$ cat src/sv/spid_pkg.sv
`timescale 1ns / 1ps

package spid_pkg;

    // Shared multiplier operand widths: a 27 x 25 signed product
    localparam int MUL_A_W  = 27;
    localparam int MUL_B_W  = 25;
    localparam int MUL_P_W  = MUL_A_W + MUL_B_W;

    // Restoring divider: two quotient bits per cycle
    localparam int DIV_N_W  = 42;
    localparam int DIV_D_W  = 16;
    localparam int DIV_STEPS = DIV_N_W / 2;
    localparam int CNT_W    = 5;

    // PID accumulator and term limit (2^50)
    localparam int ACC_W    = 54;
    localparam int TERM_EXP = 50;
    localparam int ILO_W    = 26;
    localparam int IHI_W    = TERM_EXP + 1 - ILO_W;

    localparam int GAIN_W   = 24;
    localparam int ANGLE_W  = 16;
    localparam int ERR_W    = 17;
    localparam int DUTY_W   = 8;
    localparam int EFF_W    = 9;

    localparam logic [7:0] MODE_RADIO = 8'd1;
    localparam logic [7:0] MODE_AUTO  = 8'd2;

    localparam logic [2:0] CFG_GAIN_P    = 3'd0;
    localparam logic [2:0] CFG_GAIN_I    = 3'd1;
    localparam logic [2:0] CFG_GAIN_D    = 3'd2;
    localparam logic [2:0] CFG_POT_LEFT  = 3'd3;
    localparam logic [2:0] CFG_POT_RIGHT = 3'd4;
    localparam logic [2:0] CFG_ANG_LIM   = 3'd5;
    localparam logic [2:0] CFG_DEAD_BAND = 3'd6;
    localparam logic [2:0] CFG_PWR_LIM   = 3'd7;

    typedef enum logic [3:0] {
        OP_NONE,
        OP_LOAD,
        OP_MUL_ANG,
        OP_LDIV_ANG,
        OP_DIV,
        OP_ANGLE,
        OP_MUL_INC,
        OP_INTEG,
        OP_MUL_P,
        OP_MUL_D,
        OP_LDIV_D,
        OP_ADD_D,
        OP_MUL_ILO,
        OP_MUL_IHI,
        OP_ADD_I,
        OP_EFFORT
    } t_op;

    typedef enum logic [3:0] {
        S_IDLE,
        S_MUL_ANG,
        S_LDIV_ANG,
        S_DIV_ANG,
        S_ANGLE,
        S_MUL_INC,
        S_INTEG,
        S_MUL_P,
        S_MUL_D,
        S_LDIV_D,
        S_DIV_D,
        S_ADD_D,
        S_MUL_ILO,
        S_MUL_IHI,
        S_ADD_I,
        S_EFFORT
    } t_state;

    typedef struct packed {
        t_op  op;
        logic emit;
    } t_cmd;

    typedef struct packed {
        logic out_busy;
    } t_sts;

endpackage

$ cat src/sv/spid_ctrl.sv
`timescale 1ns / 1ps

module spid_ctrl
    import spid_pkg::*;
(
    input  logic i_clk,
    input  logic i_rst_n,
    input  logic i_valid,
    output logic o_stall,
    input  t_sts i_sts,
    output t_cmd o_cmd
);

    t_state            r_state, n_state;
    logic [CNT_W-1:0]  r_cnt, n_cnt;

    always_ff @(posedge i_clk) begin
        if (!i_rst_n) begin
            r_state <= S_IDLE;
            r_cnt   <= '0;
        end else begin
            r_state <= n_state;
            r_cnt   <= n_cnt;
        end
    end

    always_comb begin
        n_state  = r_state;
        n_cnt    = r_cnt;
        o_cmd.op   = OP_NONE;
        o_cmd.emit = 1'b0;
        o_stall  = (r_state != S_IDLE);
        unique case (r_state)
            S_IDLE: begin
                if (i_valid) begin
                    o_cmd.op = OP_LOAD;
                    n_state  = S_MUL_ANG;
                end
            end
            S_MUL_ANG: begin
                o_cmd.op = OP_MUL_ANG;
                n_state  = S_LDIV_ANG;
            end
            S_LDIV_ANG: begin
                o_cmd.op = OP_LDIV_ANG;
                n_cnt    = '0;
                n_state  = S_DIV_ANG;
            end
            S_DIV_ANG: begin
                o_cmd.op = OP_DIV;
                n_cnt    = r_cnt + 1'b1;
                if (r_cnt == CNT_W'(DIV_STEPS - 1)) n_state = S_ANGLE;
            end
            S_ANGLE: begin
                o_cmd.op = OP_ANGLE;
                n_state  = S_MUL_INC;
            end
            S_MUL_INC: begin
                o_cmd.op = OP_MUL_INC;
                n_state  = S_INTEG;
            end
            S_INTEG: begin
                o_cmd.op = OP_INTEG;
                n_state  = S_MUL_P;
            end
            S_MUL_P: begin
                o_cmd.op = OP_MUL_P;
                n_state  = S_MUL_D;
            end
            S_MUL_D: begin
                o_cmd.op = OP_MUL_D;
                n_state  = S_LDIV_D;
            end
            S_LDIV_D: begin
                o_cmd.op = OP_LDIV_D;
                n_cnt    = '0;
                n_state  = S_DIV_D;
            end
            S_DIV_D: begin
                o_cmd.op = OP_DIV;
                n_cnt    = r_cnt + 1'b1;
                if (r_cnt == CNT_W'(DIV_STEPS - 1)) n_state = S_ADD_D;
            end
            S_ADD_D: begin
                o_cmd.op = OP_ADD_D;
                n_state  = S_MUL_ILO;
            end
            S_MUL_ILO: begin
                o_cmd.op = OP_MUL_ILO;
                n_state  = S_MUL_IHI;
            end
            S_MUL_IHI: begin
                o_cmd.op = OP_MUL_IHI;
                n_state  = S_ADD_I;
            end
            S_ADD_I: begin
                o_cmd.op = OP_ADD_I;
                n_state  = S_EFFORT;
            end
            S_EFFORT: begin
                // wait here until the output register is free
                if (!i_sts.out_busy) begin
                    o_cmd.op   = OP_EFFORT;
                    o_cmd.emit = 1'b1;
                    n_state    = S_IDLE;
                end
            end
            default: n_state = S_IDLE;
        endcase
    end

endmodule

$ cat config.mk
export PLATFORM = sky130hd
export DESIGN_NAME = spid_ctrl
export DESIGN_NICKNAME = d
export VERILOG_FILES = /design/src/sv/spid_pkg.sv /design/src/sv/spid_ctrl.sv
export SDC_FILE = /design/constraint.sdc
export NUM_CORES = 1
export LEC_CHECK = 0
export BUFFER_PORTS_ARGS = -buffer_cell sky130_fd_sc_hd__buf_2
export CAP_MARGIN = 20
export CORE_AREA = 5 5 43 45
export CTS_CLUSTER_SIZE = 28
export DETAILED_ROUTE_END_ITERATION = 8
export DIE_AREA = 0 0 48 50
export PLACE_DENSITY = 0.79
export SLEW_MARGIN = 15
export SYNTH_ARGS = -nofsm -noshare
export SYNTH_HDL_FRONTEND = slang
export SYNTH_SLANG_ARGS = --single-unit
export TNS_END_PERCENT = 100
$ cat constraint.sdc
create_clock -name i_clk -period 1.68 [get_ports i_clk]
set_clock_uncertainty 0.2 [all_clocks]
set_input_delay 0.42 -clock i_clk [delete_from_list [all_inputs] [get_ports i_clk]]
set_output_delay 0.42 -clock i_clk [all_outputs]
set_load 0.005 [all_outputs]
==> results of run 1 <==
==> layer usage <==
metal	routed length [microns]	GRT usage	vias to the layer above	share of wire
met1	811	0.179	366	0.43
met4	21	0.0717	0	0.011
met5	0	0	-	0
met2	988	0.275	19	0.53
met3	55	0.0327	4	0.029
li1	-	-	368	-
==> power by group through the flow <==
| stage | combinational (uW) | sequential (uW) | clock, uW |
|---|---|---|---|
| 5_1_grt | 344 | 252 | 198 |
| 2_1_floorplan | 147 | 237 | 0 |
| 3_5_place_dp | 197 | 260 | 0 |
| 6_report | 319 | 250 | 176 |
| 4_1_cts | 278 | 248 | 170 |
| 3_3_place_gp | 191 | 259 | 0 |
==> worst min-delay path by stage <==
stage	slack, ns	startpoint	cells past startpoint	end
finish	0.25	i_rst_n	3	r_state[2]
global route	0.28	i_rst_n	3	r_state[2]
CTS	0.22	i_rst_n	3	r_state[1]
detailed placement	0.28	r_cnt[4]	2	r_cnt[4]
global placement	0.27	r_cnt[4]	2	r_cnt[4]
floorplan	0.26	r_cnt[4]	2	r_cnt[4]
==> flip-flops by register name (all words and copies together), names as in the netlist <==
register  cells
r_state       4
r_cnt         5
==> cell usage after synthesis <==
cell	number
nor2_1	12
a21oi_1	9
dfxtp_1	9
nand2_1	6
inv_1	5
nand3_1	5
and2_1	4
nor2b_1	3
o21ai_0	3
o21bai_1	3
a32oi_1	2
clkbuf_1	2
ha_1	2
mux2i_1	2
nor3_1	2
a211oi_1	1
a21boi_0	1
a221oi_1	1
a22o_1	1
a22oi_1	1
a31oi_1	1
and2_0	1
and3_1	1
and3b_1	1
buf_2	1
buf_4	1
buf_6	1
nand2b_1	1
nand4b_1	1
nor3b_1	1
o21ai_2	1
or4_4	1
xnor2_1	1
xor2_1	1
==> kinds of logic (layout without fill, tap and decap cells) <==
logic type	Yosys count	after routing	synth area share
AOI/OAI and AO/OA	24	24	0.239
xor gates and xnor gates	2	2	0.0270
adders and majority gates	2	2	0.0385
buffers and inverters	10	40	0.0771
DFF	9	9	0.277
muxes	2	2	0.0308
and+or+nand+nor	39	39	0.310
==> metrics by stage <==
| stage | power (uW) | TNS [ns] |
|---|---|---|
| after floorplan | 384 | 0 |
| after global placement | 449 | -0.779 |
| after detailed placement | 457 | -1.03 |
| after CTS | 696 | -1.20 |
| after global routing | 794 | -1.76 |
| final | 745 | -1.43 |
==> critical path, cell delays in order (launching register included) <==
cell and delay (ns):
dfxtp_4 0.37, and3_4 0.17, o21bai_1 0.15, a221oi_2 0.21, buf_2 0.15
==> final cells by class <==
class	count	area, sq um
Clock buffer	4	26.3
Fill cell	106	458
Inverter	5	18.8
Multi-Input combinational cell	69	488
Sequential cell	9	193
Tap cell	16	20.0
Timing Repair Buffer	31	233
==> timing repair <==
| item | CTS | global route |
|---|---|---|
| setup endpoints to repair | 13 | 10 |
| pin swaps | 3 | 5 |
| endpoints found under the hold margin | 0 | 0 |
| gates resized for setup | 22 | 10 |
| setup buffers | 5 | 3 |
==> metrics, run 1 <==
initial core utilization=0.452; Fin. Hold Viols=0; final core occ=0.681; Ys Warns=0; measured slew at the worst slew-check pin=0.270 ns; VDD IR-drop max=0.478 mV; Die W=48 microns; largest net degree at the start of global routing=9; cells after synthesis=88; layout cells sized above 1=0.432; Final WS setup=-0.257 ns; Total Wirelength=1.88 mm; Flop pwr share=0.336; FF-to-FF Start=r_state[1]; r2r setup slk=-0.06 ns; All-Layer GR Usage=0.161; dominant cell type by area after synthesis=dfxtp_1; max-slew violation count=0; worst slack at placement=-0.201 ns; share of the synthesized area in the top cell type=0.277; final setup fails=7; DR vias/cell=5.65; Max Cap Violations=0; Register-to-Register Path Depth=5; total gr overflow=0; I/O Buffers=9; period utilisation layout=1.15; Synth area leaders=dfxtp_1 (28%), a21oi_1 (6.9%), nor2_1 (6.9%); Post-Syn Area=649 sq um; num rows=14; DR pass1 iterations=4; crit start category=flop; Clk pwr share=0.236; destination of the critical timing path=o_cmd[1]; fin cells=134; Mapped Nets=94; nets=125; Crit Path Max Fanout=7; Leak Pwr=0.000418 uW; Post-DP HPWL=1.10 mm; relative slew slack=0.820; CP Capture Type=output port; Critical path origin=r_state[2]; Tightest Hold Check Type=primary input to flop; Antenna Nets Post-Route=0; Final min period=1.94 ns; Arr. time, crit path=1.32 ns; clk root buf=clkbuf_4; 1st-iter DRT viols=24; Critical Path RT=1.06 ns; Worst Hold Margin=0.246 ns; Avg WL per Cell=14.0 microns; Cell Int Power=500 uW; crit path kind=flop to output port; n_diodes=0; # DRC=0; Final Cell Area=978 sq um; vias in the first global route=757; TritonCTS clock tree=done; RSZ-0062 raised after global routing=yes; Fmax achieved=516 MHz; cts hold-fix bufs=0; overall die area=2400 sq um; Power Density=762 nW/um^2; FF+latch count, synth=9; Skew-Pair Late Insertion Delay=0.27 ns; most common cell after layout, fill and taps aside=buf_4; status=finished, violations left; total CTS buffers=3; failing checks=setup timing; R2R Path End=r_state[0]; first-pass GRT wire length=2.85 mm; synthesis-to-finish area growth=50.7%; Vias=757; H-Tree Depth=1; GPL Wtd Cong=0.815; antenna violations before repair=0; most frequent cells in the layout=buf_4 (16), nor2_1 (12), buf_2 (8); placed cell area=788 sq um; die height=50 microns; clk sinks=9; placed cells=122; post-synthesis sequential area ratio=0.277; syn_area_per_cell=7.38 sq um; Ports=10; combinational power share=0.428; core area=1440 sq um; clk buf depth=2; post-synthesis cell type count=34; switching fraction of total power=0.330; Clk pin slew, worst setup/hold paths=0.07 ns; Net Sw Power=246 uW
(Power assumes the default switching activity.)
==> run 2: changes to the inputs <==
Settings changed: ABC_AREA set to 1, CORE_AREA 5 5 43 45 to 5 5 44 46, DIE_AREA 0 0 48 50 to 0 0 49 51, PLACE_DENSITY 0.79 to 0.8.
==> metrics, run 2 <==
status=finished, violations left (unchanged); failing checks=setup timing (unchanged); CP Cell Sequence=nand2_4, buf_4, inv_2, a21oi_1, o221ai_2, buf_2 (was and3_4, o21bai_1, a221oi_2, buf_2); core area=1470 sq um (was 1440 sq um); Total Wirelength=2.00 mm (was 1.88 mm); Register Area=195 sq um (was 193 sq um); Worst Hold Margin=0.223 ns (was 0.246 ns); Crit Path Max Fanout=6 (was 7); FF+latch count, synth=9 (unchanged); placed cells=142 (was 122); synthesis-to-finish area growth=45.7% (was 50.7%); M1 GR Usage=0.182 (was 0.179); Max Cap Violations=0 (unchanged); Skew-Pair Late Insertion Delay=0.26 ns (was 0.27 ns); period utilisation layout=1.18 (was 1.15); Arr. time, crit path=1.36 ns (was 1.32 ns); Fmax achieved=506 MHz (was 516 MHz); fin cells=151 (was 134); layout cells sized above 1=0.504 (was 0.432); top cells by instance count after synthesis=nand2_1 (24), nor2_1 (11), inv_1 (10) (was nor2_1 (12), a21oi_1 (9), dfxtp_1 (9)); Leak Pwr=0.000486 uW (was 0.000418 uW); Final Cell Area=1020 sq um (was 978 sq um); syn_area_per_cell=6.51 sq um (was 7.38 sq um); max FFs per register=5 (unchanged); most frequent cell after synthesis=nand2_1 (was nor2_1); TritonCTS clock tree=done (unchanged); met3 usage in global routing=0.0291 (was 0.0327); Crit-path slowest cell=dfxtp_4 (unchanged); total CTS buffers=3 (unchanged); met2 usage=0.300 (was 0.275); crit start category=flop (unchanged); most frequent cells in the layout=nand2_1 (19), buf_4 (12) (was buf_4 (16), nor2_1 (12), buf_2 (8)); initial core utilization=0.478 (was 0.452); Synth area leaders=dfxtp_1 (26%), nand2_1 (13%), nand3_1 (6.4%) (was dfxtp_1 (28%), a21oi_1 (6.9%), nor2_1 (6.9%)); num rows=14 (unchanged); All-Layer GR Usage=0.162 (was 0.161); largest net degree at the start of global routing=8 (was 9); final core occ=0.696 (was 0.681); Vias=814 (was 757); Largest Register=r_cnt (unchanged); clk sinks=9 (unchanged); first-pass GRT wire length=3.24 mm (was 2.85 mm); nets=142 (was 125); crit-path max cell delay=0.38 ns (was 0.37 ns); post-synthesis cell type count=20 (was 34); placed cell area=828 sq um (was 788 sq um); Die W=49 microns (was 48 microns); Mapped Nets=114 (was 94); Clk pin slew, worst setup/hold paths=0.06 ns (was 0.07 ns); die height=51 microns (was 50 microns); Avg WL per Cell=13.2 microns (was 14.0 microns); Post-DP HPWL=1.32 mm (was 1.10 mm); Synth async-reset ratio=0 (unchanged); H-Tree Depth=1 (unchanged); RSZ-0062 raised after global routing=yes (unchanged); Power Density=956 nW/um^2 (was 762 nW/um^2); Design Power=980 uW (was 745 uW); DR vias/cell=5.39 (was 5.65); VDD IR-drop max=0.737 mV (was 0.478 mV); Fin. Hold Viols=0 (unchanged); overall die area=2500 sq um (was 2400 sq um); Ports=10 (unchanged); clk root buf=clkbuf_4 (unchanged); Tightest Hold Check Type=primary input to flop (unchanged); Critical Path RT=1.06 ns (about the same); clk buf depth=2 (unchanged); CP delay by family, top=flip-flops (unchanged); cts hold-fix bufs=0 (unchanged); max-slew violation count=0 (unchanged); CP Capture Type=output port (unchanged); CP Buf/Inv Count=3 (was 1); n_diodes=0 (unchanged); post-synthesis sequential area ratio=0.256 (was 0.277); Ys Warns=0 (unchanged); Post-Syn Area=703 sq um (was 649 sq um); GRT Max-Usage Layer=met2 (unchanged); antenna violations before repair=0 (unchanged); Filler Cells Inserted=127 (was 106); relative slew slack=0.852 (was 0.820); Post-synth EDFFs=0 (unchanged); Multi-input gate area=536 sq um (was 488 sq um); Antenna Nets Post-Route=0 (unchanged); Largest regs=r_cnt: 5 flops, r_state: 4 flops (unchanged); crit path kind=flop to output port (unchanged); top_reg_cell synth=dfxtp_1 (unchanged); Final WS setup=-0.297 ns (was -0.257 ns); total gr overflow=0 (unchanged); vias in the first global route=760 (was 757); share of the synthesized area in the top cell type=0.256 (was 0.277); most common cell after layout, fill and taps aside=nand2_1 (was buf_4); # DRC=0 (unchanged); 1st-iter DRT viols=31 (was 24); DR pass1 iterations=4 (unchanged); dominant cell type by area after synthesis=dfxtp_1 (unchanged); I/O Buffers=9 (unchanged); measured slew at the worst slew-check pin=0.220 ns (was 0.270 ns); final setup fails=10 (was 7); cells after synthesis=108 (was 88); Final min period=1.98 ns (was 1.94 ns); GPL Wtd Cong=0.881 (was 0.815)
-- run 2: changes by cell type after synthesis, moves of 3 or more --
cell	delta
and2_1	-4
inv_1	+5
inv_2	+6
nand2_1	+18
nand2_2	+3
nand2_4	+4
nand3_1	+4
nand4_1	+4
nor2_2	+3
nor2b_1	-3
-- run 2: cell type report --
| class | instances | share of cell area |
|---|---|---|
| Inverter | 16 | 0.0659 |
| Clock buffer | 4 | 0.0256 |
| Sequential cell | 9 | 0.190 |
| Multi-Input combinational cell | 81 | 0.523 |
| Tap cell | 16 | 0.0195 |
| Timing Repair Buffer | 25 | 0.176 |
-- run 2: worst register-to-register path, cell delays in order, from the launching register on --
cell	delay, ns
dfxtp_4	0.37
buf_6	0.12
nor2_4	0.16
nor2_4	0.07
buf_6	0.11
buf_4	0.13
buf_6	0.11
nor2_4	0.11
nor2_4	0.07
nand2_1	0.07
a21oi_2	0.05
-- run 2: worst paths after layout --
kind / from / end / slack (ns) / depth (start not counted)
max reg2reg: r_state[0] / r_cnt[4] / -0.02 / 10
max: r_state[3] / o_cmd[2] / -0.30 / 6
min reg2reg: r_cnt[4] / r_cnt[4] / 0.31 / 2
min: i_rst_n / r_state[0] / 0.22 / 3
-- run 2: what timing repair did --
| item | 4_1_cts | 5_1_grt |
|---|---|---|
| cloned | 0 | 0 |
| setup buffers | 3 | 7 |
| resized for setup | 21 | 20 |
| setup endpoints to repair | 5 | 10 |
| pin swaps | 3 | 5 |
-- run 2: per-layer routing --
metal,vias to the layer above,part of all wire
met5,-,0
met4,0,0.027
met3,10,0.044
met2,26,0.54
met1,370,0.39
li1,408,-
-- run 2: cells by family (layout without fill, tap and decap cells) --
logic type      Yosys count  count (layout)  synth area share
compound gates           17              17             0.141
flops                     9               9             0.256
buf+inv                  18              45             0.117
fa+ha+maj                 2               2            0.0356
simple gates             62              62             0.450
-- run 2: where the power goes --
part	internal, uW	switching [uW]
registers	242	50.0
logic	247	277
clock network	91.4	73.0
-- run 2: stage by stage --
step	worst slack, ns	setup TNS (ns)
after floorplan	0.0767	0
final	-0.297	-1.04
after global routing	-0.344	-1.79
after detailed placement	-0.0612	-0.131
after CTS	-0.196	-0.810
after global placement	-0.0306	-0.0503
